**src/hw/rtl/bded_pkg.sv**
```systemverilog
// bded_pkg: shared types and constants of the button debounce event detector
// holds register indexes, reset values, stream widths and the item and flag structs
// no dependencies
package bded_pkg;

    // configuration register indexes (byte address bits [4:2])
    localparam int unsigned       CFG_ADDR_W         = 5;
    localparam logic [2:0]        REG_ENABLE         = 3'd0;
    localparam logic [2:0]        REG_PRESSED_LEVEL  = 3'd1;
    localparam logic [2:0]        REG_DEBOUNCE_MS    = 3'd2;
    localparam logic [2:0]        REG_DOUBLE_CLICK   = 3'd3;
    localparam logic [2:0]        REG_HOLD_MS        = 3'd4;
    localparam logic [2:0]        REG_COUNT_WINDOW   = 3'd5;

    // register reset values
    localparam logic              RST_ENABLE         = 1'b1;
    localparam logic              RST_PRESSED_LEVEL  = 1'b1;
    localparam logic [15:0]       RST_DEBOUNCE_MS    = 16'd30;
    localparam logic [15:0]       RST_DOUBLE_CLICK   = 16'd400;
    localparam logic [15:0]       RST_HOLD_MS        = 16'd1200;
    localparam logic [31:0]       RST_COUNT_WINDOW   = 32'd0;

    // stream widths
    localparam int unsigned       IN_TDATA_W         = 40;
    localparam int unsigned       OUT_TDATA_W        = 16;

    typedef struct packed {
        logic        enable;
        logic        pressed_level;
        logic [15:0] debounce_ms;
        logic [15:0] double_click_ms;
        logic [15:0] hold_ms;
        logic [31:0] count_window_ms;
    } cfg_t;

    typedef struct packed {
        logic        level;
        logic [31:0] now;
        logic        ack_press;
        logic        ack_release;
        logic        ack_change;
        logic        ack_hold;
        logic        clear_count;
    } in_item_t;

    typedef struct packed {
        logic       is_pressed;
        logic       just_pressed;
        logic       just_released;
        logic       changed;
        logic       hold_ready;
        logic       double_click;
        logic [7:0] press_count;
    } out_item_t;

    // single-bit state of the detector plus the press counter
    typedef struct packed {
        logic       prev_sample;
        logic       debounce_armed;
        logic       prev_stable;
        logic       stable_level;
        logic       pressed_flag;
        logic       released_flag;
        logic       hold_pending;
        logic       hold_seen;
        logic       change_flag;
        logic       press_event;
        logic       release_event;
        logic       press_valid_latest;
        logic       press_valid_earlier;
        logic [7:0] count_value;
    } flags_t;

    localparam flags_t FLAGS_RST = '{
        prev_sample:         1'b0,
        debounce_armed:      1'b0,
        prev_stable:         1'b0,
        stable_level:        1'b0,
        pressed_flag:        1'b0,
        released_flag:       1'b1,
        hold_pending:        1'b0,
        hold_seen:           1'b0,
        change_flag:         1'b0,
        press_event:         1'b0,
        release_event:       1'b0,
        press_valid_latest:  1'b0,
        press_valid_earlier: 1'b0,
        count_value:         8'd0
    };

endpackage

```
**src/hw/rtl/bded_step.sv**
```systemverilog
// bded_step: next-state and result logic for one pin sample
// purely combinational; uses bded_pkg types
// times are kept modulo 2**TIME_BITS
module bded_step #(
    parameter int unsigned TIME_BITS = 32
) (
    input  bded_pkg::cfg_t      cfg,
    input  bded_pkg::in_item_t  item,
    input  bded_pkg::flags_t    flags_cur,
    input  logic [TIME_BITS-1:0] deb_start_cur,
    input  logic [TIME_BITS-1:0] early_press_cur,
    input  logic [TIME_BITS-1:0] late_press_cur,
    input  logic [TIME_BITS-1:0] early_rel_cur,
    input  logic [TIME_BITS-1:0] late_rel_cur,
    output bded_pkg::flags_t    flags_next,
    output logic [TIME_BITS-1:0] deb_start_next,
    output logic [TIME_BITS-1:0] early_press_next,
    output logic [TIME_BITS-1:0] late_press_next,
    output logic [TIME_BITS-1:0] early_rel_next,
    output logic [TIME_BITS-1:0] late_rel_next,
    output bded_pkg::out_item_t result
);

    logic [63:0]          now_ext;
    logic [TIME_BITS-1:0] now_t;
    logic                 hold_ack;
    logic [TIME_BITS-1:0] late_press_ack;
    logic [TIME_BITS-1:0] deb_diff;
    logic [TIME_BITS-1:0] cnt_diff;
    logic [TIME_BITS-1:0] hold_diff;
    logic [TIME_BITS-1:0] rel_gap;
    logic                 deb_expired;
    logic                 cnt_in_window;
    logic                 hold_expired;

    // timestamp folded to the time width
    assign now_ext = 64'(item.now);
    assign now_t   = now_ext[TIME_BITS-1:0];

    // hold acknowledge restarts the press time before the sample step
    assign hold_ack       = item.ack_hold & flags_cur.hold_pending;
    assign late_press_ack = hold_ack ? now_t : late_press_cur;

    // elapsed times and their compares
    assign deb_diff      = now_t - deb_start_cur;
    assign cnt_diff      = now_t - early_press_cur;
    assign hold_diff     = now_t - late_press_ack;
    assign deb_expired   = 64'(deb_diff) > 64'(cfg.debounce_ms);
    assign cnt_in_window = 64'(cnt_diff) < 64'(cfg.count_window_ms);
    assign hold_expired  = 64'(hold_diff) > 64'(cfg.hold_ms);

    // acknowledges, then the sample step
    always_comb begin
        flags_next       = flags_cur;
        deb_start_next   = deb_start_cur;
        early_press_next = early_press_cur;
        late_press_next  = late_press_ack;
        early_rel_next   = early_rel_cur;
        late_rel_next    = late_rel_cur;

        if (item.ack_press) begin
            flags_next.press_event = 1'b0;
        end
        if (item.ack_release) begin
            flags_next.release_event = 1'b0;
        end
        if (item.ack_change) begin
            flags_next.change_flag = 1'b0;
        end
        if (hold_ack) begin
            flags_next.hold_pending       = 1'b0;
            flags_next.hold_seen          = 1'b1;
            flags_next.press_valid_latest = 1'b1;
        end
        if (item.clear_count) begin
            flags_next.count_value = 8'd0;
        end

        if (cfg.enable) begin
            if (item.level != flags_cur.prev_sample) begin
                // edge seen: restart the stability timer
                deb_start_next            = now_t;
                flags_next.debounce_armed = 1'b1;
            end else if (flags_cur.debounce_armed && deb_expired) begin
                // level has been stable long enough
                flags_next.debounce_armed = 1'b0;
                flags_next.prev_stable    = flags_cur.stable_level;
                flags_next.stable_level   = item.level;
                flags_next.hold_pending   = 1'b0;
                if (item.level == cfg.pressed_level) begin
                    flags_next.pressed_flag  = 1'b1;
                    flags_next.released_flag = 1'b0;
                    flags_next.release_event = 1'b0;
                end else begin
                    flags_next.pressed_flag  = 1'b0;
                    flags_next.released_flag = 1'b1;
                    flags_next.press_event   = 1'b0;
                end
                if (flags_cur.stable_level != item.level) begin
                    flags_next.change_flag = 1'b1;
                end else begin
                    flags_next.change_flag   = 1'b0;
                    flags_next.press_event   = 1'b0;
                    flags_next.release_event = 1'b0;
                end
                if (flags_next.hold_seen) begin
                    // first level after a hold acknowledge raises no event
                    flags_next.hold_seen = 1'b0;
                end else if (flags_next.change_flag) begin
                    if (flags_next.pressed_flag) begin
                        flags_next.press_event   = 1'b1;
                        flags_next.release_event = 1'b0;
                        if (cfg.count_window_ms != 32'd0) begin
                            if (flags_cur.press_valid_earlier && cnt_in_window) begin
                                flags_next.count_value = 8'(flags_next.count_value + 8'd1);
                            end else begin
                                flags_next.count_value = 8'd1;
                            end
                        end
                        early_press_next               = late_press_ack;
                        flags_next.press_valid_earlier = flags_next.press_valid_latest;
                        late_press_next                = now_t;
                        flags_next.press_valid_latest  = 1'b1;
                    end else if (flags_next.released_flag) begin
                        flags_next.press_event   = 1'b0;
                        flags_next.release_event = 1'b1;
                        early_rel_next           = late_rel_cur;
                        late_rel_next            = now_t;
                    end
                end
            end else if (flags_cur.pressed_flag && hold_expired) begin
                flags_next.hold_pending = 1'b1;
            end
            flags_next.prev_sample = item.level;
        end
    end

    // result fields taken after the step
    assign rel_gap = late_rel_next - early_rel_next;

    always_comb begin
        result.is_pressed    = flags_next.pressed_flag;
        result.just_pressed  = flags_next.press_event;
        result.just_released = flags_next.release_event;
        result.changed       = flags_next.change_flag;
        result.hold_ready    = flags_next.hold_pending;
        result.double_click  = flags_next.release_event &&
                               (64'(rel_gap) <= 64'(cfg.double_click_ms));
        result.press_count   = flags_next.count_value;
    end

endmodule

```
**src/hw/rtl/button_debounce_event_detector_top.sv**
```systemverilog
// button_debounce_event_detector_top: stream wrapper, register file and state of the detector
// instantiates bded_step; uses bded_pkg
//
//  channel   dir  ports                       item
//  s_        in   s_tvalid s_tready s_tdata   one pin sample with time and acknowledges
//  m_        out  m_tvalid m_tready m_tdata   one event result per sample
//  apb       in   psel penable pwrite paddr   six configuration registers at 4*index
//
// one sample per cycle sustained while m_tready holds; a result is offered once its sample
// has passed the input register and the combinational step logic into the result register
// the input register keeps taking one more sample while a result waits on m_tready
// reset puts all detector state to reset values, loads register defaults; no clearing pass
module button_debounce_event_detector_top #(
    parameter int unsigned TIME_BITS = 32
) (
    input  logic                           aclk,
    input  logic                           aresetn,
    // apb configuration port
    input  logic                           psel,
    input  logic                           penable,
    input  logic                           pwrite,
    input  logic [bded_pkg::CFG_ADDR_W-1:0] paddr,
    input  logic [31:0]                    pwdata,
    output logic [31:0]                    prdata,
    output logic                           pready,
    // sample stream
    input  logic                           s_tvalid,
    output logic                           s_tready,
    // level[0], now[32:1], ack_press[33], ack_release[34], ack_change[35],
    // ack_hold[36], clear_count[37], zero[39:38]
    input  logic [bded_pkg::IN_TDATA_W-1:0] s_tdata,
    // result stream
    output logic                           m_tvalid,
    input  logic                           m_tready,
    // is_pressed[0], just_pressed[1], just_released[2], changed[3],
    // hold_ready[4], double_click[5], press_count[13:6], zero[15:14]
    output logic [bded_pkg::OUT_TDATA_W-1:0] m_tdata
);

    bded_pkg::cfg_t      cfg_reg;
    bded_pkg::in_item_t  in_item_reg;
    logic                in_vld_reg;
    bded_pkg::out_item_t res_reg;
    logic                m_vld_reg;
    bded_pkg::flags_t    flags_reg;
    bded_pkg::flags_t    flags_next;
    logic [TIME_BITS-1:0] deb_start_reg,   deb_start_next;
    logic [TIME_BITS-1:0] early_press_reg, early_press_next;
    logic [TIME_BITS-1:0] late_press_reg,  late_press_next;
    logic [TIME_BITS-1:0] early_rel_reg,   early_rel_next;
    logic [TIME_BITS-1:0] late_rel_reg,    late_rel_next;
    bded_pkg::out_item_t res_next;
    bded_pkg::in_item_t  s_item;
    logic                cfg_wr;
    logic                s_xfer;
    logic                adv;

    // configuration writes
    assign pready = 1'b1;
    assign cfg_wr = psel & penable & pwrite & pready;

    always_ff @(posedge aclk) begin
        if (!aresetn) begin
            cfg_reg.enable          <= bded_pkg::RST_ENABLE;
            cfg_reg.pressed_level   <= bded_pkg::RST_PRESSED_LEVEL;
            cfg_reg.debounce_ms     <= bded_pkg::RST_DEBOUNCE_MS;
            cfg_reg.double_click_ms <= bded_pkg::RST_DOUBLE_CLICK;
            cfg_reg.hold_ms         <= bded_pkg::RST_HOLD_MS;
            cfg_reg.count_window_ms <= bded_pkg::RST_COUNT_WINDOW;
        end else if (cfg_wr) begin
            unique case (paddr[4:2])
                bded_pkg::REG_ENABLE:        cfg_reg.enable          <= pwdata[0];
                bded_pkg::REG_PRESSED_LEVEL: cfg_reg.pressed_level   <= pwdata[0];
                bded_pkg::REG_DEBOUNCE_MS:   cfg_reg.debounce_ms     <= pwdata[15:0];
                bded_pkg::REG_DOUBLE_CLICK:  cfg_reg.double_click_ms <= pwdata[15:0];
                bded_pkg::REG_HOLD_MS:       cfg_reg.hold_ms         <= pwdata[15:0];
                bded_pkg::REG_COUNT_WINDOW:  cfg_reg.count_window_ms <= pwdata;
                default: begin
                end
            endcase
        end
    end

    // register readback
    always_comb begin
        unique case (paddr[4:2])
            bded_pkg::REG_ENABLE:        prdata = 32'(cfg_reg.enable);
            bded_pkg::REG_PRESSED_LEVEL: prdata = 32'(cfg_reg.pressed_level);
            bded_pkg::REG_DEBOUNCE_MS:   prdata = 32'(cfg_reg.debounce_ms);
            bded_pkg::REG_DOUBLE_CLICK:  prdata = 32'(cfg_reg.double_click_ms);
            bded_pkg::REG_HOLD_MS:       prdata = 32'(cfg_reg.hold_ms);
            bded_pkg::REG_COUNT_WINDOW:  prdata = cfg_reg.count_window_ms;
            default:                     prdata = 32'd0;
        endcase
    end

    // unpack the sample transfer
    always_comb begin
        s_item.level       = s_tdata[0];
        s_item.now         = s_tdata[32:1];
        s_item.ack_press   = s_tdata[33];
        s_item.ack_release = s_tdata[34];
        s_item.ack_change  = s_tdata[35];
        s_item.ack_hold    = s_tdata[36];
        s_item.clear_count = s_tdata[37];
    end

    // handshakes: the step fires when the input register is full and the result slot frees
    assign adv      = in_vld_reg & (~m_vld_reg | m_tready);
    assign s_tready = ~in_vld_reg | adv;
    assign s_xfer   = s_tvalid & s_tready;

    // input register
    always_ff @(posedge aclk) begin
        if (!aresetn) begin
            in_vld_reg <= 1'b0;
        end else if (s_xfer) begin
            in_vld_reg <= 1'b1;
        end else if (adv) begin
            in_vld_reg <= 1'b0;
        end
    end

    always_ff @(posedge aclk) begin
        if (s_xfer) begin
            in_item_reg <= s_item;
        end
    end

    // step logic
    bded_step #(
        .TIME_BITS (TIME_BITS)
    ) u_step (
        .cfg              (cfg_reg),
        .item             (in_item_reg),
        .flags_cur        (flags_reg),
        .deb_start_cur    (deb_start_reg),
        .early_press_cur  (early_press_reg),
        .late_press_cur   (late_press_reg),
        .early_rel_cur    (early_rel_reg),
        .late_rel_cur     (late_rel_reg),
        .flags_next       (flags_next),
        .deb_start_next   (deb_start_next),
        .early_press_next (early_press_next),
        .late_press_next  (late_press_next),
        .early_rel_next   (early_rel_next),
        .late_rel_next    (late_rel_next),
        .result           (res_next)
    );

    // detector state advances with each step
    always_ff @(posedge aclk) begin
        if (!aresetn) begin
            flags_reg       <= bded_pkg::FLAGS_RST;
            deb_start_reg   <= '0;
            early_press_reg <= '0;
            late_press_reg  <= '0;
            early_rel_reg   <= '0;
            late_rel_reg    <= '0;
        end else if (adv) begin
            flags_reg       <= flags_next;
            deb_start_reg   <= deb_start_next;
            early_press_reg <= early_press_next;
            late_press_reg  <= late_press_next;
            early_rel_reg   <= early_rel_next;
            late_rel_reg    <= late_rel_next;
        end
    end

    // result register
    always_ff @(posedge aclk) begin
        if (!aresetn) begin
            m_vld_reg <= 1'b0;
        end else if (adv) begin
            m_vld_reg <= 1'b1;
        end else if (m_tready) begin
            m_vld_reg <= 1'b0;
        end
    end

    always_ff @(posedge aclk) begin
        if (adv) begin
            res_reg <= res_next;
        end
    end

    // pack the result transfer
    assign m_tvalid = m_vld_reg;
    assign m_tdata  = {2'b00,
                       res_reg.press_count,
                       res_reg.double_click,
                       res_reg.hold_ready,
                       res_reg.changed,
                       res_reg.just_released,
                       res_reg.just_pressed,
                       res_reg.is_pressed};

endmodule
```
**config.mk**
```make
export PLATFORM = sky130hd
export DESIGN_NAME = button_debounce_event_detector_top
export DESIGN_NICKNAME = d
export VERILOG_FILES = /design/src/hw/rtl/bded_pkg.sv /design/src/hw/rtl/bded_step.sv /design/src/hw/rtl/button_debounce_event_detector_top.sv
export SDC_FILE = /design/constraint.sdc
export NUM_CORES = 1
export LEC_CHECK = 0
export BUFFER_PORTS_ARGS = -buffer_cell sky130_fd_sc_hd__buf_2
export CAP_MARGIN = 20
export CORE_MARGIN = 4
export CORE_UTILIZATION = 25
export CTS_CLUSTER_SIZE = 14
export DETAILED_ROUTE_END_ITERATION = 16
export PLACE_DENSITY_LB_ADDON = 0.25
export SLEW_MARGIN = 15
export SYNTH_ARGS = -nofsm -noshare
export SYNTH_HDL_FRONTEND = slang
export SYNTH_SLANG_ARGS = --single-unit
export TNS_END_PERCENT = 10
```
**constraint.sdc**
```tcl
create_clock -name aclk -period 21.2 [get_ports aclk]
set_input_delay 4.24 -clock aclk [delete_from_list [all_inputs] [get_ports aclk]]
set_output_delay 4.24 -clock aclk [all_outputs]
set_load 0.02 [all_outputs]
```
==> impl_metrics.env <==
export IMPL_worst_skew_pair_late_latency_ps=550
export IMPL_core_area_sq_um=87400
export IMPL_h_tree_depth=2
export IMPL_cts_buffers=37
export IMPL_worstPathRequired_ps=21500
export IMPL_drt_first_pass_iters=5
export IMPL_crit_cells=38
export IMPL_p_leak_nw=10.1
export IMPL_fin_skew_ps=23.2
export IMPL_grt_overflow_total=0
export IMPL_r2r_setup_slack_ps=9930
export IMPL_crit_type="reg -> reg"
export IMPL_slew_violations=0
export IMPL_ios=135
export IMPL_route_vias_total=19100
export IMPL_synth_warnings=0
export IMPL_clk_pin_slew_ps=60
export IMPL_reg2reg_from="in_item_reg[6]"
export IMPL_nets=3043
export IMPL_async_reset_ff_frac=0
export IMPL_syn2layout_area_growth_pct=13.3
export IMPL_crit_path_start_kind="flip-flop"
export IMPL_grt_pass1_vias=18400
export IMPL_syn_inst=2687
export IMPL_dp_hpwl_um=53500
export IMPL_cts_setup_buffers=0
export IMPL_ant_nets=0
export IMPL_syn_area_sq_um=22200
export IMPL_row_count=108
export IMPL_ys_seq_area_frac=0.308
export IMPL_timing_final_crit_period_ps=11270
export IMPL_final_cells=3930
export IMPL_worstPathArrival_ps=11580
export IMPL_placed_cell_area_sq_um=23900
export IMPL_syn_area_per_cell_sq_um=8.25
export IMPL_crit_path_end_kind="flip-flop"
export IMPL_synth_ff_type="dfxtp_1"
export IMPL_hold_ws_ps=453
export IMPL_fmax_ghz=0.0887
export IMPL_dpl_worst_slack_ps=9810
export IMPL_ctsHoldBuffers=0
export IMPL_drtIter0Drc=1061
export IMPL_path_delay_family="simple AND/OR/NAND/NOR gates"
export IMPL_synth_cell_types=84
export IMPL_port_buffers=127
export IMPL_setup_viol=0
export IMPL_ir_drop_uv=45.6
export IMPL_fin_crit_sh=0.532
export IMPL_n_antenna_cell=0
export IMPL_max_cap_violations=0
export IMPL_setup_ws_ps=9930
export IMPL_crit_path_end="m_tdata[5]"
export IMPL_largest_register_ffs=82
export IMPL_antenna_found_initial=1
export IMPL_power_total_mw=1.67
export IMPL_rsz0062_at_grt="false"
export IMPL_hp_class="reg -> reg"
export IMPL_cp_max_fo=29
export IMPL_via_per_inst=4.85
export IMPL_design_area_sq_um=25100
export IMPL_wl_per_cell_um=17.8
export IMPL_fin_tns_setup_ps=0
export IMPL_slowest_stage="edfxtp_1"
export IMPL_gp_congestion=0.873
export IMPL_layout_commonest_cell="nand2_1"
export IMPL_dieArea_sq_um=93500
export IMPL_tritoncts="done"
export IMPL_critical_path_buf_inv_count=2
export IMPL_grt_start_max_net_pins=80
export IMPL_ctsResizeCount=0
export IMPL_crit_start="in_item_reg[6]"
export IMPL_tightestPinTransition_ps=1020
export IMPL_power_density_nw_per_um2=66.3
export IMPL_wl_um=69900
export IMPL_hold_violations=0
export IMPL_die_w_um=306
export IMPL_layout_drive_gt1_share=0.0995
export IMPL_grt_pass1_wl_um=108000
export IMPL_cpPeakStageDelay_ps=660
export IMPL_cts_path_max_buffers=3
export IMPL_r2r_cells=38
export IMPL_grt_usage=0.145
export IMPL_post_route_util=0.287
export IMPL_drc_errors=0
export IMPL_layout_common_cells="371 x nand2_1, 263 x dfxtp_1, 239 x a21oi_1"
export IMPL_start_util=0.254
export IMPL_slew_headroom=0.319
export IMPL_cts_root_buf="clkbuf_16"
export IMPL_r2r_end="m_tdata[5]"
export IMPL_yosys_register_bits=315
export IMPL_status="finished, final reports clean"
export IMPL_die_y_um=306
export IMPL_synth_edf_count=52
export IMPL_placedCellCount=3866
export IMPL_clock_sinks=315
-- layout make-up --
| type | instances | area [sq um] |
|---|---|---|
| Fill cell | 9418 | 62300 |
| Timing Repair Buffer | 152 | 823 |
| Inverter | 188 | 712 |
| Sequential cell | 315 | 6830 |
| Clock inverter | 11 | 115 |
| Multi-Input combinational cell | 2057 | 14100 |
| Clock buffer | 52 | 1060 |
| Tap cell | 1155 | 1450 |
-- worst min-delay path: stages (launching register included) --
cell and delay, ps:
dfxtp_1 310, nand2_1 50, a21oi_1 50
-- kinds of logic after synthesis --
kind of cell             after synthesis  synth area share
buffers and inverters                316            0.0568
AO/OA/AOI/OAI                        715             0.221
XOR/XNOR                              86            0.0343
AND/OR/NAND/NOR                      874             0.182
multiplexers                         171            0.0790
adder cells (fa/ha/maj)              208             0.119
other                                  2          0.000339
flip-flops                           315             0.308
-- metal layers --
layer	wire [um]	GRT usage	vias up	part of all wire
met4	1720	0.0371	0	0.025
met2	33200	0.250	310	0.47
met3	2530	0.0169	78	0.036
li1	-	-	9754	-
met5	0	0	-	0
met1	32500	0.194	8912	0.47
-- power by group --
group | switching (mW) | leakage, nW | internal (mW) | total [mW]
sequential | 0.0214 | 2.64 | 0.627 | 0.648
combinational | 0.224 | 6.84 | 0.155 | 0.379
clock | 0.266 | 0.583 | 0.374 | 0.639
-- worst min-delay path by stage --
| stage | startpoint | endpoint | slack [ps] | cells past startpoint |
|---|---|---|---|---|
| floorplan | late_press_reg[10] | late_press_reg[10] | 430 | 2 |
| global placement | late_press_reg[13] | late_press_reg[13] | 440 | 2 |
| detailed placement | late_press_reg[17] | late_press_reg[17] | 450 | 2 |
| CTS | deb_start_reg[21] | deb_start_reg[21] | 460 | 2 |
| global route | deb_start_reg[22] | deb_start_reg[22] | 470 | 2 |
| finish | deb_start_reg[16] | deb_start_reg[16] | 450 | 2 |
-- Yosys cell counts, drive strengths merged (31+ instances only) --
cell type    n  area, sq um
xnor2       61          534
nor3        58          290
nor2       177          664
mux2        33          372
a21oi      242         1220
mux2i      138         1380
ha         204         2550
nand2      372         1400
inv        188          706
a211oi      75          713
dfxtp      263         5270
nand3       36          180
o21ai       91          455
nand4       33          206
nand2b      62          388
o21a        35          263
clkbuf     101          379
o211a       35          350
a21o        62          465
edfxtp      52         1560
o211ai      31          233
(Power assumes the default switching activity.)
